==> config.mk <==
export PLATFORM = sky130hd
export DESIGN_NAME = nmfd_ctrl
export DESIGN_NICKNAME = d
export VERILOG_FILES = /design/src/hdl/nmfd_pkg.sv /design/src/hdl/nmfd_ctrl.sv
export SDC_FILE = /design/constraint.sdc
export NUM_CORES = 1
export LEC_CHECK = 0
export BUFFER_PORTS_ARGS = -buffer_cell sky130_fd_sc_hd__buf_2
export CAP_MARGIN = 20
export CELL_PAD_IN_SITES_DETAIL_PLACEMENT = 2
export CELL_PAD_IN_SITES_GLOBAL_PLACEMENT = 2
export CORE_MARGIN = 2
export CORE_UTILIZATION = 25
export CTS_BUF_LIST = sky130_fd_sc_hd__clkbuf_16
export CTS_CLUSTER_SIZE = 30
export DETAILED_ROUTE_END_ITERATION = 10
export GPL_TIMING_DRIVEN = 0
export PLACE_DENSITY_LB_ADDON = 0.1
export SLEW_MARGIN = 20
export SYNTH_ARGS = -nofsm -noshare
export SYNTH_HDL_FRONTEND = slang
export SYNTH_SLANG_ARGS = --single-unit
==> constraint.sdc <==
create_clock -name clk -period 2.61 [get_ports clk]
set_input_delay 0.261 -clock clk [delete_from_list [all_inputs] [get_ports clk]]
set_output_delay 0.261 -clock clk [all_outputs]
set_load 0.05 [all_outputs]
==> src/hdl/nmfd_pkg.sv <==
// Shared types and constants for the NCO mixer, FIR and decimator.
package nmfd_pkg;

    localparam int TAP_COUNT = 64;

    typedef enum logic [1:0] {
        OP_MIX1,
        OP_MIX2,
        OP_FIR
    } mac_op_t;

    typedef struct packed {
        logic    load_in;
        logic    nco;
        logic    mac;
        mac_op_t mac_op;
        logic    first;
        logic    rnd;
        logic    rnd_fir;
        logic    dl_write;
        logic    out_load;
        logic    out_bypass;
    } dp_cmd_t;

    typedef struct packed {
        logic bypass;
        logic fire;
        logic busy;
        logic out_free;
    } dp_status_t;

    localparam logic [1:0] REG_PHASE_INC  = 2'd0;
    localparam logic [1:0] REG_DECIMATION = 2'd1;
    localparam logic [1:0] REG_OUT_SHIFT  = 2'd2;

    localparam logic [31:0] RST_PHASE_INC  = 32'd0;
    localparam logic [9:0]  RST_DECIMATION = 10'd1;
    localparam logic [5:0]  RST_OUT_SHIFT  = 6'd17;

endpackage

==> src/hdl/nmfd_ctrl.sv <==
// Sequencing state machine for the down-converter datapath.
module nmfd_ctrl (
    input  logic                clk,
    input  logic                rst_n,
    input  logic                in_valid,
    input  logic                action,
    output logic                in_stall,
    input  nmfd_pkg::dp_status_t status,
    output nmfd_pkg::dp_cmd_t    cmd
);
    import nmfd_pkg::*;

    localparam int AW = $clog2(TAP_COUNT);

    typedef enum logic [3:0] {
        S_IDLE,
        S_BYPASS,
        S_NCO,
        S_MIX1,
        S_MIX2,
        S_MIX_DRAIN,
        S_MIX_RND,
        S_WRITE,
        S_CHECK,
        S_FIR,
        S_FIR_DRAIN,
        S_FIR_RND,
        S_OUT
    } state_t;

    state_t          state_reg, state_next;
    logic [AW-1:0]   k_reg, k_next;

    assign in_stall = (state_reg != S_IDLE);

    always_comb
    begin
        state_next = state_reg;
        k_next     = k_reg;
        cmd        = '0;
        cmd.mac_op = OP_MIX1;
        unique case (state_reg)
            S_IDLE:
            begin
                cmd.load_in = in_valid;
                if (in_valid && !action)
                begin
                    state_next = status.bypass ? S_BYPASS : S_NCO;
                end
            end
            S_BYPASS:
            begin
                if (status.out_free)
                begin
                    cmd.out_load   = 1'b1;
                    cmd.out_bypass = 1'b1;
                    state_next     = S_IDLE;
                end
            end
            S_NCO:
            begin
                cmd.nco    = 1'b1;
                state_next = S_MIX1;
            end
            S_MIX1:
            begin
                cmd.mac    = 1'b1;
                cmd.mac_op = OP_MIX1;
                cmd.first  = 1'b1;
                state_next = S_MIX2;
            end
            S_MIX2:
            begin
                cmd.mac    = 1'b1;
                cmd.mac_op = OP_MIX2;
                state_next = S_MIX_DRAIN;
            end
            S_MIX_DRAIN:
            begin
                if (!status.busy)
                begin
                    state_next = S_MIX_RND;
                end
            end
            S_MIX_RND:
            begin
                cmd.rnd    = 1'b1;
                state_next = S_WRITE;
            end
            S_WRITE:
            begin
                cmd.dl_write = 1'b1;
                state_next   = S_CHECK;
            end
            S_CHECK:
            begin
                k_next     = '0;
                state_next = status.fire ? S_FIR : S_IDLE;
            end
            S_FIR:
            begin
                cmd.mac    = 1'b1;
                cmd.mac_op = OP_FIR;
                cmd.first  = (k_reg == '0);
                k_next     = k_reg + AW'(1);
                if (k_reg == AW'(TAP_COUNT - 1))
                begin
                    state_next = S_FIR_DRAIN;
                end
            end
            S_FIR_DRAIN:
            begin
                if (!status.busy)
                begin
                    state_next = S_FIR_RND;
                end
            end
            S_FIR_RND:
            begin
                cmd.rnd     = 1'b1;
                cmd.rnd_fir = 1'b1;
                state_next  = S_OUT;
            end
            S_OUT:
            begin
                if (status.out_free)
                begin
                    cmd.out_load = 1'b1;
                    state_next   = S_IDLE;
                end
            end
            default:
            begin
                state_next = S_IDLE;
            end
        endcase
    end

    always_ff @(posedge clk or negedge rst_n)
    begin
        if (!rst_n)
        begin
            state_reg <= S_IDLE;
            k_reg     <= '0;
        end
        else
        begin
            state_reg <= state_next;
            k_reg     <= k_next;
        end
    end

endmodule

==> flow_summary.json <==
{
  "grt_max_degree": 11,
  "ir_drop_mv": 0.412,
  "crit_path_cell_trace": "inv_1, ha_1, clkbuf_1, nand2_1, a31oi_1, buf_2",
  "clock_latency_ps": 240,
  "grt_antenna_before_repair": 0,
  "largest_reg_flops": 6,
  "min_path_type": "in2async",
  "final_common_cell": "buf_2",
  "viasPerCell": 4.86,
  "layout_common_cells": "21 x buf_2, 13 x nand2_1, 10 x dfrtp_1",
  "max_freq_mhz": 450,
  "initialDrtViolationCount": 17,
  "crit_path_end_kind": "output pin",
  "critPathMaxFanout": 10,
  "cts-hold-fix-buffers": 1,
  "critPathArrivalTime_ps": 1960,
  "routabilityCongestion": 0.651,
  "synth_cells": 108,
  "post_cts_buffers": 0,
  "crit_path_top_delay_cell": "dfrtp_1",
  "dieWidth_um": 65.1,
  "cts_tree": "yes",
  "ys_seq_area_share_pct": 26.8,
  "clk_pin_slew_ps": 40,
  "setup_violations": 0,
  "fin_util_pct": 32.4,
  "antenna_cells": 0,
  "drv_slew": 0,
  "cts-root-buf": "clkbuf_16",
  "final-seq-area_um2": 250,
  "ant_nets": 0,
  "tightest_slew_ps": 467,
  "placement_rows": 22,
  "synth_edf_count": 0,
  "core_um2": 3630,
  "fin_skew_ps": 2.27,
  "synth_warnings": 0,
  "nets": 147,
  "fin_ws_ps": 390,
  "fillCellCount": 441,
  "cts_htree_levels": 1,
  "grt_pass1_wl_um": 4570,
  "slew-limit-headroom_pct": 68.9,
  "synth.net_count": 122,
  "slowest_delay_ps": 410,
  "critPathLaunchType": "register",
  "firstDrtPassIters": 4,
  "die_h_um": 65.1,
  "overflow": 0,
  "min_period_over_period_pct": 85.1,
  "areaGrowthSynthToFinish_pct": 26.1,
  "clock_path_buffers": 2,
  "dp_hpwl_um": 2170,
  "async_reset_ff_share_pct": 100,
  "powerDensity_nw_per_um2": 1130,
  "cts.repair.resized": 0,
  "pin_count": 20,
  "rsz0062_at_grt": "false",
  "synth-main-ff-cell": "dfrtp_1",
  "hold_viol": 0,
  "grt_pass1_vias": 928,
  "track_usage_pct": 14.3,
  "vias": 874,
  "crit_required_ps": 2350,
  "criticalPathCategory": "reg2out",
  "numCtsBuffers": 3,
  "design.die.area_um2": 4240,
  "synth_seq_cells": 10,
  "maxCapViolations": 0,
  "synth.cell_area_um2": 933,
  "power_mw": 1.33,
  "netlist-cell-type-count": 34,
  "wl_per_cell_um": 15.6,
  "avgSynthCellArea_um2": 8.64,
  "route.detailed.drc": 0,
  "holdWs_ps": 419,
  "layout-drive-gt1-share_pct": 27.3,
  "setup_tns_ps": 0,
  "initial_core_util_pct": 25.7,
  "p_leak_nw": 0.557,
  "io_buffers": 19,
  "clock-sinks": 10,
  "multiInputGateArea_um2": 598,
  "pre_cts_ws_ps": 608,
  "period_minus_slack_ps": 2220,
  "drt_wl_total_um": 2800,
  "status": "finished clean"
}
==> area by class of cell <==
class | instances | share of cell area [%]
repair buffers | 20 | 8.93
inverters | 5 | 1.59
multi-input cells | 84 | 50.8
plain buffers | 9 | 5.63
clock inverters | 1 | 0.319
well taps | 48 | 5.10
flip-flops and latches | 10 | 21.3
clock buffers | 3 | 6.38
==> metrics by stage <==
stage                     instances  cell area (um2)
after floorplan                 108              933
after global placement          175             1090
after detailed placement        175             1090
after CTS                       180             1180
after global routing            180             1180
final                           180             1180
==> where the power goes <==
group | switching, mW | internal, mW
Sequential | 0.0428 | 0.190
Combinational | 0.546 | 0.278
Clock | 0.0746 | 0.201
==> synthesized netlist by cell type (2+ instances only) <==
cell type | instances | area share, %
xnor2_1 | 2 | 1.9
nor2b_1 | 3 | 2.0
a21oi_1 | 5 | 2.7
ha_1 | 6 | 8.0
o22a_1 | 2 | 1.9
dfrtp_1 | 10 | 27
nand2_1 | 13 | 5.2
a22o_1 | 5 | 4.7
mux2i_1 | 3 | 3.2
o21ai_0 | 4 | 2.1
and3_1 | 3 | 2.0
nand3_1 | 6 | 3.2
o41ai_2 | 2 | 3.5
nor2_1 | 9 | 3.6
buf_6 | 4 | 4.8
nand2b_1 | 3 | 2.0
or3_1 | 2 | 1.3
buf_2 | 2 | 1.1
nand3b_1 | 2 | 1.6
inv_1 | 5 | 2.0
clkbuf_1 | 3 | 1.2
o21a_1 | 2 | 1.6
==> worst paths after layout <==
path | startpoint | depth (start not counted) | slack [ps] | endpoint
worst max-delay path | state_reg[2] | 6 | 390 | cmd[8]
worst min register to register | state_reg[3] | 2 | 540 | state_reg[3]
worst max register to register | state_reg[2] | 7 | 690 | state_reg[3]
worst min-delay path | rst_n | 2 | 420 | state_reg[2]
max in group asynchronous | rst_n | 2 | 1990 | k_reg[3]
min in group clk | status[2] | 4 | 500 | state_reg[3]
==> routing by layer <==
metal | vias to the layer above | track usage, % | share of wire [%]
met1 | 431 | 19.0 | 49
met5 | - | 0 | 0
li1 | 426 | - | -
met4 | 0 | 4.69 | 1.6
met2 | 13 | 24.7 | 48
met3 | 4 | 1.03 | 1.6
==> kinds of logic after synthesis <==
kind of cell | Yosys count | synth area share, %
simple gates | 50 | 30.6
compound gates | 23 | 20.4
buf+inv | 14 | 9.12
flops | 10 | 26.8
fa+ha+maj | 6 | 8.04
mux | 3 | 3.22
xor+xnor | 2 | 1.88
==> critical path, delay by kind of cell, from the launching register on <==
kind / cells / cell delay (ps)
flip-flops: 1 / 410
AO/OA/AOI/OAI: 1 / 180
adder cells (fa/ha/maj): 1 / 220
buffers and inverters: 3 / 780
AND/OR/NAND/NOR: 1 / 130
Power figures use the tool's default switching activity.
